<file path="src/rtl/crc32_reflected_configurable_poly_unit_assert.svh">
// assertion macros used by the top level of the crc unit rtl
`ifndef CRC32_REFLECTED_CONFIGURABLE_POLY_UNIT_ASSERT_SVH
`define CRC32_REFLECTED_CONFIGURABLE_POLY_UNIT_ASSERT_SVH

// same-cycle implication, checked at every rising clock edge out of reset
`define CRC_ASSERT_NOW(label, ante, cons, msg) \
  label: assert property (@(posedge clk) disable iff (!rst_n) (ante) |-> (cons)) \
    else $error(msg);

// next-cycle implication, checked at every rising clock edge out of reset
`define CRC_ASSERT_NEXT(label, ante, cons, msg) \
  label: assert property (@(posedge clk) disable iff (!rst_n) (ante) |=> (cons)) \
    else $error(msg);

`endif

</file>
<file path="src/rtl/crc32rcp_pkg.sv">
// package with types, constants and the byte update function of the crc unit
package crc32rcp_pkg;

  localparam int unsigned CRC_W  = 32;
  localparam int unsigned BYTE_W = 8;

  localparam logic [CRC_W-1:0] CRC_INIT   = 32'hFFFF_FFFF;
  localparam logic [CRC_W-1:0] POLY_RESET = 32'hEDB8_8320;

  // control of the input register toward the later stages
  typedef struct packed {
    logic valid;
    logic last;
    logic advance;
  } crc_s1_ctl_t;

  // one byte of reflected crc: xor in the byte, then eight shift-and-xor steps
  function automatic logic [CRC_W-1:0] crc_byte_step(
    input logic [CRC_W-1:0]  crc,
    input logic [BYTE_W-1:0] data,
    input logic [CRC_W-1:0]  poly
  );
    logic [CRC_W-1:0] c;
    c = crc ^ {{(CRC_W-BYTE_W){1'b0}}, data};
    for (int k = 0; k < BYTE_W; k++) begin
      if (c[0]) begin
        c = (c >> 1) ^ poly;
      end else begin
        c = c >> 1;
      end
    end
    return c;
  endfunction

endpackage

</file>
<file path="src/rtl/crc32rcp_in_stage.sv">
// input register of the crc unit with its handshake toward the sender
module crc32rcp_in_stage
  import crc32rcp_pkg::*;
(
  input  logic              clk,
  input  logic              rst_n,
  input  logic              in_valid,
  output logic              in_stall,
  input  logic [BYTE_W-1:0] in_data_byte,
  input  logic              in_last_byte,
  input  logic              out_load_ok,
  output crc_s1_ctl_t       s1_ctl,
  output logic [BYTE_W-1:0] s1_byte
);

  logic              s1_valid_r;
  logic              s1_valid_nxt;
  logic              s1_last_r;
  logic [BYTE_W-1:0] s1_byte_r;
  logic              advance;
  logic              accept;

  // a held word moves on unless it is a last word and the output register is busy
  assign advance  = s1_valid_r && (!s1_last_r || out_load_ok);
  assign in_stall = s1_valid_r && !advance;
  assign accept   = in_valid && !in_stall;

  // occupancy of the input register
  always_comb begin
    if (accept) begin
      s1_valid_nxt = 1'b1;
    end else if (advance) begin
      s1_valid_nxt = 1'b0;
    end else begin
      s1_valid_nxt = s1_valid_r;
    end
  end

  always_ff @(posedge clk) begin
    if (!rst_n) begin
      s1_valid_r <= 1'b0;
    end else begin
      s1_valid_r <= s1_valid_nxt;
    end
  end

  // payload capture
  always_ff @(posedge clk) begin
    if (accept) begin
      s1_byte_r <= in_data_byte;
      s1_last_r <= in_last_byte;
    end
  end

  assign s1_ctl.valid   = s1_valid_r;
  assign s1_ctl.last    = s1_last_r;
  assign s1_ctl.advance = advance;
  assign s1_byte        = s1_byte_r;

endmodule

</file>
<file path="src/rtl/crc32rcp_core.sv">
// polynomial register, running crc register and the per-byte update logic
module crc32rcp_core
  import crc32rcp_pkg::*;
(
  input  logic              clk,
  input  logic              rst_n,
  input  logic              cfg_wr_en,
  input  logic [CRC_W-1:0]  cfg_wr_data,
  input  crc_s1_ctl_t       s1_ctl,
  input  logic [BYTE_W-1:0] s1_byte,
  output logic [CRC_W-1:0]  crc_next,
  output logic [CRC_W-1:0]  running_crc
);

  logic [CRC_W-1:0] poly_r;
  logic [CRC_W-1:0] crc_r;
  logic [CRC_W-1:0] crc_nxt;

  // polynomial register
  always_ff @(posedge clk) begin
    if (!rst_n) begin
      poly_r <= POLY_RESET;
    end else if (cfg_wr_en) begin
      poly_r <= cfg_wr_data;
    end
  end

  // crc including the word in the input register
  assign crc_next = crc_byte_step(crc_r, s1_byte, poly_r);

  // running value restarts after the last word of a buffer
  always_comb begin
    if (s1_ctl.advance) begin
      crc_nxt = s1_ctl.last ? CRC_INIT : crc_next;
    end else begin
      crc_nxt = crc_r;
    end
  end

  always_ff @(posedge clk) begin
    if (!rst_n) begin
      crc_r <= CRC_INIT;
    end else begin
      crc_r <= crc_nxt;
    end
  end

  assign running_crc = crc_r;

endmodule

</file>
<file path="src/rtl/crc32rcp_out_stage.sv">
// result register of the crc unit with its handshake toward the receiver
module crc32rcp_out_stage
  import crc32rcp_pkg::*;
(
  input  logic             clk,
  input  logic             rst_n,
  input  crc_s1_ctl_t      s1_ctl,
  input  logic [CRC_W-1:0] crc_next,
  output logic             out_load_ok,
  output logic             out_valid,
  input  logic             out_stall,
  output logic [CRC_W-1:0] out_crc_value
);

  logic             out_valid_r;
  logic             out_valid_nxt;
  logic [CRC_W-1:0] out_crc_r;
  logic             load;

  // free, or emptied by the receiver in this cycle
  assign out_load_ok = !out_valid_r || !out_stall;
  assign load        = s1_ctl.advance && s1_ctl.last;

  always_comb begin
    if (load) begin
      out_valid_nxt = 1'b1;
    end else if (out_valid_r && !out_stall) begin
      out_valid_nxt = 1'b0;
    end else begin
      out_valid_nxt = out_valid_r;
    end
  end

  always_ff @(posedge clk) begin
    if (!rst_n) begin
      out_valid_r <= 1'b0;
    end else begin
      out_valid_r <= out_valid_nxt;
    end
  end

  // result capture
  always_ff @(posedge clk) begin
    if (load) begin
      out_crc_r <= crc_next;
    end
  end

  assign out_valid     = out_valid_r;
  assign out_crc_value = out_crc_r;

endmodule

</file>
<file path="src/rtl/crc32_reflected_configurable_poly_unit.sv">
// top level of the reflected crc-32 unit with a programmable polynomial
//
// Input channel: in_valid / in_stall carry one byte word per handshake
// (in_data_byte, in_last_byte). Result channel: out_valid / out_stall carry
// out_crc_value, one word per buffer, given with the byte marked last; the
// value is the reflected crc over the buffer starting from all ones, with
// no final inversion.
// Configuration: cfg_wr_en writes cfg_wr_data into the polynomial register
// (reset value 0xEDB88320); write it only while no word is in flight.
// A last byte goes from the input register to the output register. One byte
// per cycle unless in_stall is raised; the eight shift-and-xor steps of a
// byte are combinational between the input and running crc registers.
// Reset: rst_n (synchronous) empties both registers, sets the running crc to
// all ones and the polynomial to its reset value.
// Stall: a finished crc waits in the output register while the next buffer
// keeps streaming; only a further last byte waits in the input register,
// which then raises in_stall until the result is taken.
module crc32_reflected_configurable_poly_unit
  import crc32rcp_pkg::*;
(
  input  logic              clk,
  input  logic              rst_n,
  input  logic              cfg_wr_en,
  input  logic [CRC_W-1:0]  cfg_wr_data,
  input  logic              in_valid,
  output logic              in_stall,
  input  logic [BYTE_W-1:0] in_data_byte,
  input  logic              in_last_byte,
  output logic              out_valid,
  input  logic              out_stall,
  output logic [CRC_W-1:0]  out_crc_value
);

`include "crc32_reflected_configurable_poly_unit_assert.svh"

  crc_s1_ctl_t       s1_ctl;
  logic [BYTE_W-1:0] s1_byte;
  logic              out_load_ok;
  logic [CRC_W-1:0]  crc_next;
  logic [CRC_W-1:0]  running_crc;

  // input register
  crc32rcp_in_stage u_in_stage (
    .clk          (clk),
    .rst_n        (rst_n),
    .in_valid     (in_valid),
    .in_stall     (in_stall),
    .in_data_byte (in_data_byte),
    .in_last_byte (in_last_byte),
    .out_load_ok  (out_load_ok),
    .s1_ctl       (s1_ctl),
    .s1_byte      (s1_byte)
  );

  // crc update
  crc32rcp_core u_core (
    .clk         (clk),
    .rst_n       (rst_n),
    .cfg_wr_en   (cfg_wr_en),
    .cfg_wr_data (cfg_wr_data),
    .s1_ctl      (s1_ctl),
    .s1_byte     (s1_byte),
    .crc_next    (crc_next),
    .running_crc (running_crc)
  );

  // result register
  crc32rcp_out_stage u_out_stage (
    .clk           (clk),
    .rst_n         (rst_n),
    .s1_ctl        (s1_ctl),
    .crc_next      (crc_next),
    .out_load_ok   (out_load_ok),
    .out_valid     (out_valid),
    .out_stall     (out_stall),
    .out_crc_value (out_crc_value)
  );

  // checks across the stages
  `CRC_ASSERT_NEXT(a_crc_restart, s1_ctl.advance && s1_ctl.last, running_crc == CRC_INIT, "running crc not restarted after last byte")
  `CRC_ASSERT_NOW(a_no_overwrite, s1_ctl.advance && s1_ctl.last, !out_valid || !out_stall, "pending crc overwritten")
  `CRC_ASSERT_NOW(a_stall_only_held, in_stall, s1_ctl.valid && s1_ctl.last, "stall without a held last byte")
  `CRC_ASSERT_NEXT(a_mid_byte_keeps_out, s1_ctl.advance && !s1_ctl.last && out_valid && out_stall, $stable(out_crc_value) && out_valid, "ordinary byte disturbed the result")
  `CRC_ASSERT_NOW(a_advance_needs_word, s1_ctl.advance, s1_ctl.valid, "advance from an empty input register")

endmodule

</file>
<file path="config.mk">
export PLATFORM = sky130hd
export DESIGN_NAME = crc32_reflected_configurable_poly_unit
export DESIGN_NICKNAME = d
export VERILOG_FILES = /design/src/rtl/crc32rcp_pkg.sv /design/src/rtl/crc32rcp_in_stage.sv /design/src/rtl/crc32rcp_core.sv /design/src/rtl/crc32rcp_out_stage.sv /design/src/rtl/crc32_reflected_configurable_poly_unit.sv
export VERILOG_INCLUDE_DIRS = /design/src /design/src/rtl
export SDC_FILE = /design/constraint.sdc
export NUM_CORES = 1
export LEC_CHECK = 0
export BUFFER_PORTS_ARGS = -buffer_cell sky130_fd_sc_hd__buf_2
export CAP_MARGIN = 20
export CORE_UTILIZATION = 30
export DETAILED_ROUTE_END_ITERATION = 8
export GPL_ROUTABILITY_DRIVEN = 1
export HOLD_SLACK_MARGIN = 0.1
export SYNTH_ARGS = -nofsm -noshare
export SYNTH_HDL_FRONTEND = slang
export SYNTH_SLANG_ARGS = --single-unit
</file>
<file path="constraint.sdc">
create_clock -name clk -period 4.72 [get_ports clk]
set_clock_uncertainty 0.15 [all_clocks]
set_input_delay 0.236 -clock clk [delete_from_list [all_inputs] [get_ports clk]]
set_output_delay 0.236 -clock clk [all_outputs]
set_load 0.03 [all_outputs]
</file>
After elaboration in Yosys (flattened, before gate mapping)
Cells that the tools add are included.
{ "word_totals": {"register_bits": 107, "in_bits": 46, "word_cells": 43} }
{ "op_classes": {"n_mux": 13, "n_bitwise": 9, "n_reduce_logical": 14} }
{ "op_table": {"columns": ["op", "n"], "rows": [
  ["$mux 32", 9],
  ["$xor 31x32->32", 8],
  ["$xor 32x8->32", 1],
  ["$logic_and 1x1->1", 5],
  ["$logic_not 1->1", 5],
  ["$mux 1", 4],
  ["$reduce_bool 2->1", 2],
  ["$logic_or 1x1->1", 2]
]} }

Logic depth before layout (Yosys ltp)
Gate-level depths: netlist of run 1.
{ "depth": {"depth_word": 18, "depth_mapped": 16, "depth_no_buf": 12} }

By module
A second synthesis of run 1 with hierarchy kept.
{ "hier_totals": {"hier_cells": 969, "area_unflattened_um2": 8240.4} }
{ "modules_own_cells": {"columns": ["mod", "n_inst", "cells_each", "area_per_inst_um2", "seq_area_each_um2"], "rows": [
  ["crc32rcp_core", 1, 914, 6887.9, 1281.2],
  ["crc32rcp_out_stage", 1, 37, 1006.0, 980.9],
  ["crc32rcp_in_stage", 1, 18, 346.6, 290.3]
]} }

Least setup slack after synthesis of run 1
No wires, ideal clock.
{ "synth_timing": {"path_type": "register to register", "start": "register u_in_stage.s1_byte_r[1] (netlist: u_in_stage.s1_byte[1])", "end": "register u_core.crc_r[10] (netlist: u_core.running_crc[10])", "setup_time_ps": 122, "arrival_ps": 3815, "t_required_ps": 4448, "path_slack_ps": 633, "stages_incl_launch_ff": 15, "path_buffers": 2, "cell_sequence": "edfxtp_1 xnor2_1 nor2_1 a311oi_1 nand3_1 or3_1 buf_4 and2_2 xor3_1 nand2_1 xnor2_2 clkbuf_1 nand2_1 xnor3_1 o32a_1"} }
{ "synth_between": {"elab_chain_len": 17} }
{ "synth_lines": {"columns": ["item", "line_no", "source"], "rows": [
  ["from (decl)", "crc32rcp_in_stage.sv:19", "logic [BYTE_W-1:0] s1_byte_r;"],
  ["from (signal assigned)", "crc32rcp_in_stage.sv:50", "s1_byte_r <= in_data_byte;"],
  ["$xor 32x8->32 *", "crc32rcp_pkg.sv:24", "c = crc ^ {{(CRC_W-BYTE_W){1'b0}}, data};"],
  ["$xor 31x32->32", "crc32rcp_pkg.sv:27", "c = (c >> 1) ^ poly;"],
  ["$mux 32 * (2 in a row)", "crc32rcp_pkg.sv:26", "if (c[0]) begin"],
  ["$xor 31x32->32", "crc32rcp_pkg.sv:27", null],
  ["$mux 32 *", "crc32rcp_pkg.sv:26", null],
  ["$xor 31x32->32", "crc32rcp_pkg.sv:27", null],
  ["$mux 32 *", "crc32rcp_pkg.sv:26", null],
  ["$xor 31x32->32", "crc32rcp_pkg.sv:27", null],
  ["$mux 32 *", "crc32rcp_pkg.sv:26", null],
  ["$xor 31x32->32", "crc32rcp_pkg.sv:27", null],
  ["$mux 32 *", "crc32rcp_pkg.sv:26", null],
  ["$xor 31x32->32", "crc32rcp_pkg.sv:27", null],
  ["$mux 32 *", "crc32rcp_pkg.sv:26", null],
  ["$xor 31x32->32", "crc32rcp_pkg.sv:27", null],
  ["$mux 32 *", "crc32rcp_pkg.sv:26", null],
  ["via crc_next[10]", "crc32_reflected_configurable_poly_unit.sv:39", "logic [CRC_W-1:0] crc_next;"],
  ["$mux 32 *", "crc32rcp_core.sv:34", "crc_nxt = s1_ctl.last ? CRC_INIT : crc_next;"],
  ["to (signal assigned)", "crc32rcp_core.sv:44", "crc_r <= crc_nxt;"],
  ["to (decl)", "crc32rcp_core.sv:16", "logic [CRC_W-1:0] crc_r;"]
]} }
Mark *: on every way through the listed nets, which the timed path passes. The rest lies on a longest branch.
A chain may end at the register's enable or synchronous reset.

Worst setup path in the final report of run 1
{ "layout_timing": {"start": "register u_core.poly_r[1]", "end": "register u_core.crc_r[7] (netlist: u_core.running_crc[7])"} }
{ "layout_between": {"elab_chain_len": 16, "word_cells_on_any_way": 17, "classes_between": "9 x mux; 8 x bitwise"} }
{ "layout_lines": {"columns": ["item", "line_no", "source"], "rows": [
  ["from (decl)", "crc32rcp_core.sv:15", "logic [CRC_W-1:0] poly_r;"],
  ["from (signal assigned)", "crc32rcp_core.sv:24", "poly_r <= cfg_wr_data;"],
  ["$xor 31x32->32", "crc32rcp_pkg.sv:27", null],
  ["$mux 32", "crc32rcp_pkg.sv:26", null],
  ["$xor 31x32->32", "crc32rcp_pkg.sv:27", null],
  ["$mux 32 (2 in a row)", "crc32rcp_pkg.sv:26", null],
  ["$xor 31x32->32", "crc32rcp_pkg.sv:27", null],
  ["$mux 32", "crc32rcp_pkg.sv:26", null],
  ["$xor 31x32->32", "crc32rcp_pkg.sv:27", null],
  ["$mux 32", "crc32rcp_pkg.sv:26", null],
  ["$xor 31x32->32", "crc32rcp_pkg.sv:27", null],
  ["$mux 32 *", "crc32rcp_pkg.sv:26", null],
  ["$xor 31x32->32", "crc32rcp_pkg.sv:27", null],
  ["$mux 32 *", "crc32rcp_pkg.sv:26", null],
  ["$xor 31x32->32", "crc32rcp_pkg.sv:27", null],
  ["$mux 32 *", "crc32rcp_pkg.sv:26", null],
  ["via crc_next[7]", "crc32_reflected_configurable_poly_unit.sv:39", null],
  ["$mux 32 *", "crc32rcp_core.sv:34", null]
]} }
Marks and branches as above.

==> results of run 1 <==
==> logic make-up after synthesis <==
family                    share of synthesized area
AOI/OAI and AO/OA                             0.146
and+or+nand+nor                               0.150
DFF                                           0.309
xor gates and xnor gates                      0.297
muxes                                        0.0363
buffers and inverters                        0.0626
==> where the power goes <==
part / internal [mW] / switching (mW) / total [mW]
combinational: 2.32 / 2.27 / 4.59
sequential: 1.31 / 0.134 / 1.45
clock: 0.384 / 0.351 / 0.735
total: 4.01 / 2.75 / 6.77
==> placed cells by master, fill, tap and decap left out, types with 3 or more instances in the layout <==
| master | synthesis | layout |
|---|---|---|
| a211oi_1 | 5 | 5 |
| a21o_1 | 4 | 4 |
| a21oi_1 | 13 | 11 |
| a31oi_1 | 6 | 6 |
| and2_1 | 4 | 4 |
| and4_1 | 3 | 3 |
| buf_12 | 0 | 3 |
| buf_2 | 18 | 79 |
| buf_4 | 6 | 31 |
| clkbuf_16 | 0 | 9 |
| dfxtp_1 | 66 | 66 |
| dlygate4sd3_1 | 0 | 43 |
| edfxtp_1 | 41 | 41 |
| inv_1 | 26 | 26 |
| mux2i_1 | 30 | 30 |
| nand2_1 | 201 | 201 |
| nand3_1 | 11 | 11 |
| nand4_1 | 3 | 3 |
| nor2_1 | 54 | 53 |
| nor3_1 | 4 | 4 |
| o211ai_1 | 20 | 20 |
| o211ai_2 | 23 | 23 |
| o21a_1 | 4 | 4 |
| o21ai_0 | 12 | 12 |
| o21ai_1 | 4 | 4 |
| o32a_1 | 30 | 30 |
| xnor2_1 | 169 | 165 |
| xnor2_2 | 4 | 6 |
| xnor2_4 | 1 | 3 |
| xnor3_1 | 29 | 29 |
| xor2_1 | 12 | 12 |
| xor3_1 | 4 | 4 |
==> registers in the layout, indices dropped and copies added (netlist names) <==
name	cells
u_in_stage.s1_byte	8
u_in_stage.s1_valid_r	1
u_core.poly_r	32
u_core.running_crc	32
u_out_stage.out_valid	1
u_out_stage.out_crc_value	32
u_in_stage.s1_last_r	1
==> layer usage <==
metal,up-vias,GRT usage,wire (um)
met3,22,0.0256,1050
met2,170,0.271,10700
met5,-,0,0
met1,3123,0.211,10400
li1,3238,-,-
met4,0,0.0423,312
==> final timing paths <==
path                                from                endpoint  slack, ps  cells after the start
hold / removal                     rst_n       u_core.poly_r[31]        130                      2
hold reg to reg   u_core.running_crc[25]  u_core.running_crc[25]        350                      1
setup reg to reg        u_core.poly_r[1]   u_core.running_crc[7]        190                     15
setup / recovery        u_core.poly_r[1]   u_core.running_crc[7]        190                     15
==> what timing repair did <==
item / 4_1_cts / 5_1_grt
gates resized for setup: 0 / 9
hold endpoints to repair: 43 / 0
hold buffers: 43 / 0
buffers inserted: 0 / 1
endpoints found under the setup margin: 0 / 24
==> through the flow <==
stage / power (mW) / instances
floorplan: 5.09 / 907
global placement: 5.96 / 1276
detailed placement: 6.00 / 1276
CTS: 6.80 / 1334
global route: 7.17 / 1336
finish: 6.77 / 1336
==> cell type report <==
type	count	area, um^2
Clock buffer	11	253
Clock inverter	4	26.3
Fill cell	2770	17200
Inverter	26	97.6
Multi-Input combinational cell	691	5320
Sequential cell	107	2550
Tap cell	341	427
Timing Repair Buffer	156	1120
==> results list, run 1 <==
- The first global-routing pass estimated 35.4 mm of wire.
- By startpoint and endpoint, the worst setup path is classified as reg2reg.
- Starting density of the core: 0.306
* Count of state elements after synthesis: 107
- After floorplanning, the core was sized to cover 0.0270 mm^2.
- For this run, asynchronously set or reset flops after synthesis account for 0.
- For this design the ratio of total power to cell area is 691 mW/mm^2.
- Layout net count: 1,037
* Global placer's final weighted congestion: 0.865
* Synthesized net count: 953
- Final Instance Area: 0.00980 mm^2
- Timing analysis after detailed placement gives a worst setup slack of 158 ps.
- Using the TritonRoute via totals, the vias-per-cell ratio works out to 4.90.
- The final count of pins violating max slew came to 0.
* Via total after detailed routing: 6,553
* Leakage: 3.93 nW
- Top cell family by delay on the critical path: compound AO/OA/AOI/OAI gates
- Critical path data arrival time: 4620 ps
* Cell count after synthesis: 907
- After clock tree synthesis, the clock-pin slew on the worst setup and hold paths is 70 ps.
- Post-layout utilization of the core: 0.363
- 0 antenna diodes ended up in the layout.
* Dominant register cell in the synthesized netlist: dfxtp_1
* Tcrit/Tclk final: 0.959
- Routed wire length: 22.5 mm
- Highest clock rate: 221 MHz
- Die Outline Area: 0.0282 mm^2
- The synthesized netlist occupies a cell area of 0.00827 mm^2.
- The detail route stage leaves a number of antenna-violating nets equal to 0.
- Counting I/O delays and the setup requirement, the final critical path takes 4530 ps.
* Post-route DRC: 0
- Number of clock sinks seen by CTS: 107
- Num CTS Buffers: 9
- Maximum capacitance violations: 0
* Cell types with the largest area share after synthesis: xnor2_1, dfxtp_1, edfxtp_1
- Sum of negative setup slack: 0 ps
- In the global route stage, overall resource usage came out at 0.160.
- Yosys instantiated no cell more often than nand2_1.
- Final number of setup-violating endpoints: 0
- The clock passes through at most 2 buffers.
* Count of input and output buffers: 79
- The slowest stage of the critical path belongs to the cell dfxtp_1.
* Via count of the first global-routing pass: 6,322
* Initial DRC count: 454
* Cell area after placement: 0.00900 mm^2
- The total overflow left after global routing is 0.
- Std-Cell Rows: 60
- Among the stages of the critical path, the cell type that occurs most often is buf_4.
* Synth top area share: 0.179
* Type of destination of the critical path: flop
* Top post-synthesis cells by count: nand2_1, xnor2_1, dfxtp_1
- The flow ran to the end, and the final reports show no timing, DRC or antenna violations.
- Number of enable flip-flop cells after synthesis: 41
* I/O pin count: 80
- Across all hold checks on the routed design, the worst slack comes to 133 ps.
- Clock tree from TritonCTS: done
* Length of the first detailed-routing pass in iterations: 5
- Peak per-stage delay on the critical path: 540 ps
- Walking the worst path, the cells encountered are inv_1, nor3_2, o21ai_1, a211oi_1, nor4_1, buf_4, o211a_1, or3_1, mux2i_1, buf_4, o2111ai_4, buf_4, o211ai_2, xnor3_1, o32a_1.
- The biggest area contributor in the post-synthesis netlist is xnor2_1.
- Yosys Warn Count: 0
* Number of H-tree levels: 3
- The number of buffers and inverters on the critical path is 4.
- Setup ws final: 192 ps
- The worst pin sits at a relative slew slack of 0.368.
- Pin count of the biggest net entering global routing: 45
* Number of antenna violations at the first check in global routing: 0
- From bottom edge to top edge, the die measures 168 um.
- At the pin with the least slew margin, the transition time is 946 ps.
- The worst-case IR drop observed on VDD is 0.280 mV.
- Number of hold-slack violations in the final timing report: 0
- In the final layout, the share of cells above drive strength 1 is 0.181.
- Number of distinct library cell variants in the gate-level netlist after synthesis: 63
- Clock tree root driver cell: clkbuf_16
- Once detailed placement completed, the half-perimeter wirelength came to 14.8 mm.
* Growth of design area from synthesis to finish: 18.5%
- Horizontal die dimension: 168 um
- The average instance in the mapped netlist occupies 9.12 um^2.
* Maximum fanout count along the critical path: 14
* Worst Setup Start Kind: flop
* Avg WL per Cell: 16.8 um
- The worst hold path belongs to the class in2reg.
- STA puts the critical path data required time at 4810 ps.
- For this run, the register share of the synthesized area comes to 0.309.
* Clk Latency, worst-skew pair: 360 ps
(Power assumes the default switching activity.)
==> inputs of run 2 (changes only) <==
--- a/config.mk
+++ b/config.mk
@@ -8,7 +8,7 @@
 export LEC_CHECK = 0
 export BUFFER_PORTS_ARGS = -buffer_cell sky130_fd_sc_hd__buf_2
 export CAP_MARGIN = 20
-export CORE_UTILIZATION = 30
+export CORE_UTILIZATION = 40
 export DETAILED_ROUTE_END_ITERATION = 8
 export GPL_ROUTABILITY_DRIVEN = 1
 export HOLD_SLACK_MARGIN = 0.1
==> results list, run 2 (synthesis results as in run 1) <==
- Status: completed
* Clock tree root driver cell: clkbuf_16
- Slew HR: 0.416 (+0.0479)
- STA classifies the critical path endpoint as a flop.
- Fraction of final layout cells with drive strength greater than 1: 0.173 (-0.00752)
- Critical path data arrival time: 4630 ps (about the same)
- The share of the clock period used by the worst path after layout is 0.960 (about the same).
- The weighted congestion at the end of routability-driven global placement came to 0.844 (-2.4%).
- Max IR drop VDD: 0.326 mV (+16%)
- The via count was 6,485 (-1.0%).
- Pin count of the biggest net entering global routing: 44 (-2.2%)
- Capturing point of the worst reg2reg path: u_core.running_crc[2]
* Data required time at the worst endpoint: 4820 ps (about the same)
* Initial DRC count: 418 (-7.9%)
* P per Cell Area: 701 mW/mm^2 (+1.5%)
* Fill cell instance count of the final layout: 1,954 (-29%)
- The initial core utilization was 0.409 (+0.103).
- The number of hold violations in the final report was 0 (unchanged).
* Minimum clock period after layout: 4530 ps (+1.88 ps)
- Maximum fanout count along the critical path: 31 (+17)
* Post-layout utilization of the core: 0.479 (+0.116)
- TritonCTS built the clock tree.
* Number of clock sinks seen by CTS: 107 (unchanged)
- The total power of the final layout came to 6.79 mW (+0.31%).
* Grt total ovfl: 0 (unchanged)
- Clk Latency, worst-skew pair: 360 ps (about the same)
- The least setup slack across all paths after layout was 190 ps (-1.88 ps).
- The cell area after placement is 0.00893 mm^2 (-0.74%).
- Num CTS Buffers: 9 (unchanged)
* Clock transition time at the flip-flop clock pins of the worst setup and hold paths: 80 ps (about the same)
- Final Instance Area: 0.00968 mm^2 (-1.2%)
- The residual DRC count came to 0 (unchanged).
* Final hold slack: 114 ps (-20.0 ps)
- Number of instances on the worst hold path: 2 (unchanged)
- Number of H-tree levels: 3 (unchanged)
- Buffers from clock root to sink, at most: 2 (unchanged)
* Worst Setup Start Kind: flop
* Worst-case reg-to-reg path depth: 14 (-1)
- Avg WL per Cell: 16.8 um (-0.36%)
- Routed wire length: 21.1 mm (-5.9%)
- The number of top-level pins came to 80 (unchanged).
- The final cell count without fillers came to 1,262 (-5.5%).
- Overall track demand over capacity in global routing: 0.206 (+0.0457)
* Launch point of the worst hold path: rst_n
- The area inside the core boundary came to 0.0202 mm^2 (-25%).
- Leaving out fill and tap cells, the most frequent cell in the layout is nand2_1.
- The detailed-placement wirelength estimate was 14.2 mm (-4.4%).
- The number of nets with antenna violations after routing came to 0 (unchanged).
* Total placed cells including tap cells: 1,202 (-5.8%)
- The transition time at the pin with the least slew margin came to 876 ps (-69.9 ps).
- Via count of the first global-routing pass: 6,282 (-0.63%)
- Number of antenna diodes: 0 (unchanged)
- Via density per instance: 5.14 (+4.8%)
* Length of the first detailed-routing pass in iterations: 5 (unchanged)
- Count of input and output buffers: 79 (unchanged)
- Setup repair after global routing left no endpoint under its margin.
- The maximum achievable frequency came to 221 MHz (about the same).
* Number of antenna violations at the first check in global routing: 0 (unchanged)
- The worst hold path terminates at u_core.poly_r[26].
- The number of max-cap violations is 0 (unchanged).
* Horizontal die dimension: 146 um (-13%)
* Total area of multi-input combinational cells: 0.00526 mm^2 (-1.2%)
* Vert. Die Dim: 146 um (-13%)
- Total area of sequential cells: 0.00255 mm^2 (unchanged)
- Sum of negative setup slack: 0 ps (unchanged)
* Layout net count: 1,033 (-0.39%)
* Reg2reg setup slack: 190 ps (about the same)
- The startpoint identified for the worst register-to-register timing path is u_in_stage.s1_byte[0].
- The number of placement rows came to 52 (-13%).
- Type of the worst setup path: reg2reg
- The top cell types in the final layout, fill and taps aside, are nand2_1, xnor2_1, buf_2, dfxtp_1, nor2_1.
- The global-route wire length before repair was 34.1 mm (-3.6%).
- Compared with the post-synthesis result, the final layout area differs by 17.1%.
* Worst Hold Class: in2reg
* Leakage: 3.92 nW (about the same)
* Max-slew violations: 0 (unchanged)
- The setup violation total in the final timing report was 0 (unchanged).
- The setup slack after placement is 153 ps (-5.29 ps).
- Die Outline Area: 0.0213 mm^2 (-25%)
==> run 2: changes by cell type in the layout (fill, tap and decap cells not counted), sizes merged <==
cell / delta
xor2: -1
clkbuf: -1
inv: +3
clkinv: -1
buf: -3
==> run 2: critical path: stages, from the launching register on <==
cell       delay, ps
edfxtp_1         500
xor2_4           240
xnor2_2          380
mux2i_1          170
or3b_1           480
a31oi_1          320
nor2_2            80
xnor3_1          360
mux2i_1          160
buf_4            160
o2111ai_4        220
buf_12           270
o211ai_2         120
xnor3_1          450
o32a_1           350
==> run 2: layout make-up <==
type	count	area share
clock inverters	6	0.00452
repair buffers	153	0.118
inverters	26	0.0101
clock buffers	10	0.0258
multi-input cells	690	0.543
well taps	270	0.0349
flip-flops and latches	107	0.264
==> run 2: what timing repair did <==
action | 4_1_cts | 5_1_grt
endpoints found under the setup margin | 0 | 26
endpoints found under the hold margin | 43 | 0
buffers inserted | 0 | 1
hold buffers | 43 | 0
gates resized for setup | 0 | 2
==> run 2: worst max path at each step <==
stage                               start                      to  slack [ps]  depth (start not counted)
detailed placement  u_in_stage.s1_byte[0]   u_core.running_crc[2]         150                         13
global placement    u_in_stage.s1_byte[0]   u_core.running_crc[2]         200                         13
finish              u_in_stage.s1_byte[0]   u_core.running_crc[2]         190                         14
CTS                 u_in_stage.s1_byte[0]   u_core.running_crc[2]         130                         13
global route        u_in_stage.s1_byte[0]  u_core.running_crc[27]           5                         15
floorplan           u_in_stage.s1_byte[1]  u_core.running_crc[10]         630                         14
==> run 2: routing by layer <==
layer / up-vias / track usage / share of wire
met5: - / 0 / 0
met3: 14 / 0.0361 / 0.039
li1: 3228 / - / -
met4: 0 / 0.0463 / 0.0097
met1: 3114 / 0.278 / 0.47
met2: 129 / 0.342 / 0.48
==> run 2: report_power, final <==
part           internal [mW]  switching (mW)  total, mW
combinational           2.32            2.28       4.60
sequential              1.31           0.121       1.43
clock                  0.394           0.361      0.756
total                   4.03            2.76       6.79
==> inputs of run 3 (changes only) <==
--- a/config.mk
+++ b/config.mk
@@ -8,10 +8,13 @@
 export LEC_CHECK = 0
 export BUFFER_PORTS_ARGS = -buffer_cell sky130_fd_sc_hd__buf_2
 export CAP_MARGIN = 20
+export CORE_ASPECT_RATIO = 1.2
 export CORE_UTILIZATION = 40
 export DETAILED_ROUTE_END_ITERATION = 8
 export GPL_ROUTABILITY_DRIVEN = 1
 export HOLD_SLACK_MARGIN = 0.1
+export MAX_ROUTING_LAYER = met4
+export SETUP_SLACK_MARGIN = 0.15
 export SYNTH_ARGS = -nofsm -noshare
 export SYNTH_HDL_FRONTEND = slang
 export SYNTH_SLANG_ARGS = --single-unit
==> results list, run 3 (synthesis results as in run 1) <==
- Global-route wire length before repair: 35.3 mm (+3.6%)
* Number of hold-slack violations in the final timing report: 0 (unchanged)
* Critical path data arrival time: 4500 ps (-130 ps)
- From synthesis to final layout, the design area changed by 17.9%.
* Leakage: 3.93 nW (+0.17%)
* Tcrit/Tclk final: 0.932 (-0.0273)
- Type of the worst setup path: reg2reg
* Via density per instance: 5.25 (+2.2%)
- The final count of pins violating max slew was 0 (unchanged).
* Starting density of the core: 0.408 (about the same)
- The number of sinks handled by clock tree synthesis is 107 (unchanged).
- Following the worst setup path forward leads to its endpoint at u_core.running_crc[23].
- Fraction of final layout cells with drive strength greater than 1: 0.179 (+0.00551)
- Post-route DRC: 0 (unchanged)
- Global placer's final weighted congestion: 0.907 (+7.4%)
- Grt total ovfl: 0 (unchanged)
* Num CTS Buffers: 9 (unchanged)
* Overall track demand over capacity in global routing: 0.220 (+0.0146)
- Worst Setup Start Kind: flop
- HPWL after detailed placement: 14.9 mm (+5.0%)
- The top cell types in the final layout, fill and taps aside, are nand2_1, xnor2_1, buf_2, dfxtp_1, nor2_1.
- Status: completed
- The via count was 6,619 (+2.1%).
- The worst slew margin relative to its limit is 0.436 (+0.0192).
* Length of the first detailed-routing pass in iterations: 5 (unchanged)
* Maximum capacitance violations: 0 (unchanged)
- Via count of the first global-routing pass: 6,348 (+1.1%)
- TritonCTS built the clock tree.
- Leaving out fill and tap cells, the most frequent cell in the layout is nand2_1.
* Clock transition time at the flip-flop clock pins of the worst setup and hold paths: 70 ps (about the same)
- The setup violation total in the final timing report is 0 (unchanged).
- The cell depth of the worst flop-to-flop path is 13 (-1).
- The final wirelength was 22.2 mm (+5.2%).
* Buffers from clock root to sink, at most: 2 (unchanged)
- Type of destination of the critical path: flop
* Number of H-tree levels: 3 (unchanged)
- Post-layout utilization of the core: 0.482 (+0.00299)
* Number of antenna violations at the first check in global routing: 0 (unchanged)
* Sum of negative setup slack: 0 ps (unchanged)
* Count of input and output buffers: 79 (unchanged)
- The area inside the core boundary is 0.0203 mm^2 (about the same).
- The final layout net count is 1,036 (+0.29%).
- Minimum clock period after layout: 4400 ps (-129 ps)
- Clk Latency, worst-skew pair: 360 ps (about the same)
- The number of top-level pins was 80 (unchanged).
- Highest clock rate: 227 MHz (+2.9%)
- The mean routed wirelength per cell is 17.6 um (+5.3%).
* Reg2reg setup slack: 320 ps (+130 ps)
- The peak supply drop is 0.319 mV (-2.0%).
- The count of routing violations after the opening detailed-route iteration is 410 (-1.9%).
* RSZ-0062 raised after global routing: false
- The die area was 0.0213 mm^2 (about the same).
- Maximum fanout count along the critical path: 31 (unchanged)
- The transition time at the pin with the least slew margin came to 847 ps (-28.8 ps).
- Std-Cell Rows: 57 (+9.6%)
- Crit path from: u_in_stage.s1_byte[0]
* Data required time at the worst endpoint: 4820 ps (about the same)
- Horizontal die dimension: 133 um (-8.6%)
* Vert. Die Dim: 160 um (+9.4%)
- Pin count of the biggest net entering global routing: 37 (-16%)
* Number of antenna diodes: 0 (unchanged)
* Remaining antenna violation count after routing: 0 (unchanged)
- Clock tree root driver cell: clkbuf_16
- P per Cell Area: 699 mW/mm^2 (-0.28%)
- In this run the worst hold path is classified as in2reg.
- In this run the critical register-to-register path is launched from u_in_stage.s1_byte[0].
* Capturing point of the worst reg2reg path: u_core.running_crc[23]
[run 3: worst min path at each step]
stage          slack [ps]               endpoint             from  depth (start not counted)
2_1_floorplan         180  u_in_stage.s1_byte[0]  in_data_byte[0]                          0
3_3_place_gp          260   u_in_stage.s1_last_r     in_last_byte                          1
3_5_place_dp          260  u_in_stage.s1_byte[2]  in_data_byte[2]                          1
4_1_cts               120      u_core.poly_r[31]            rst_n                          2
5_1_grt               160      u_core.poly_r[26]            rst_n                          2
6_report              120      u_core.poly_r[31]            rst_n                          2
[run 3: what timing repair did]
action / in CTS / in global routing
hold buffers: 43 / 0
endpoints found under the setup margin: 18 / 29
resized for setup: 2 / 9
pin swaps: 0 / 1
endpoints found under the hold margin: 43 / 0
buffers inserted: 0 / 4
[run 3: critical path, stage by stage, from the launching register on]
cell and delay, ps:
edfxtp_1 480, xor2_4 380, nand2_2 150, xnor2_4 250
or3b_1 470, a31oi_2 280, nor2_2 80, xnor3_1 400
mux2i_4 230, o21a_1 230, buf_12 190, o211ai_1 220
xor3_1 450, o32a_1 330
[run 3: through the flow]
step	instance area [um^2]	total power, mW	std cells	setup WS (ps)	hold WS [ps]
floorplan	8270	5.09	907	633	185
global placement	8890	5.92	1196	142	264
global route	9750	7.24	1260	130	155
finish	9750	6.82	1260	319	119
detailed placement	8910	5.97	1197	112	264
CTS	9660	6.82	1256	174	121
[run 3: where the power goes]
part | internal [mW] | leakage (nW) | switching [mW] | total (mW)
combinational | 2.33 | 2.86 | 2.26 | 4.59
clock | 0.419 | 0.141 | 0.365 | 0.784
sequential | 1.31 | 0.925 | 0.132 | 1.44
[run 3: area by class of cell]
cell class	count	area, um^2
clock buffers	10	229
clock inverters	6	73.8
fillers	1978	10500
inverters	26	97.6
multi-input cells	690	5320
flip-flops and latches	107	2550
well taps	265	332
repair buffers	156	1150
[run 3: per-layer routing]
metal	part of all wire	up-vias	global-route usage
met2	0.49	137	0.362
met1	0.45	3227	0.280
met3	0.039	27	0.0293
met5	0	-	-
li1	-	3228	-
met4	0.021	0	0.0692
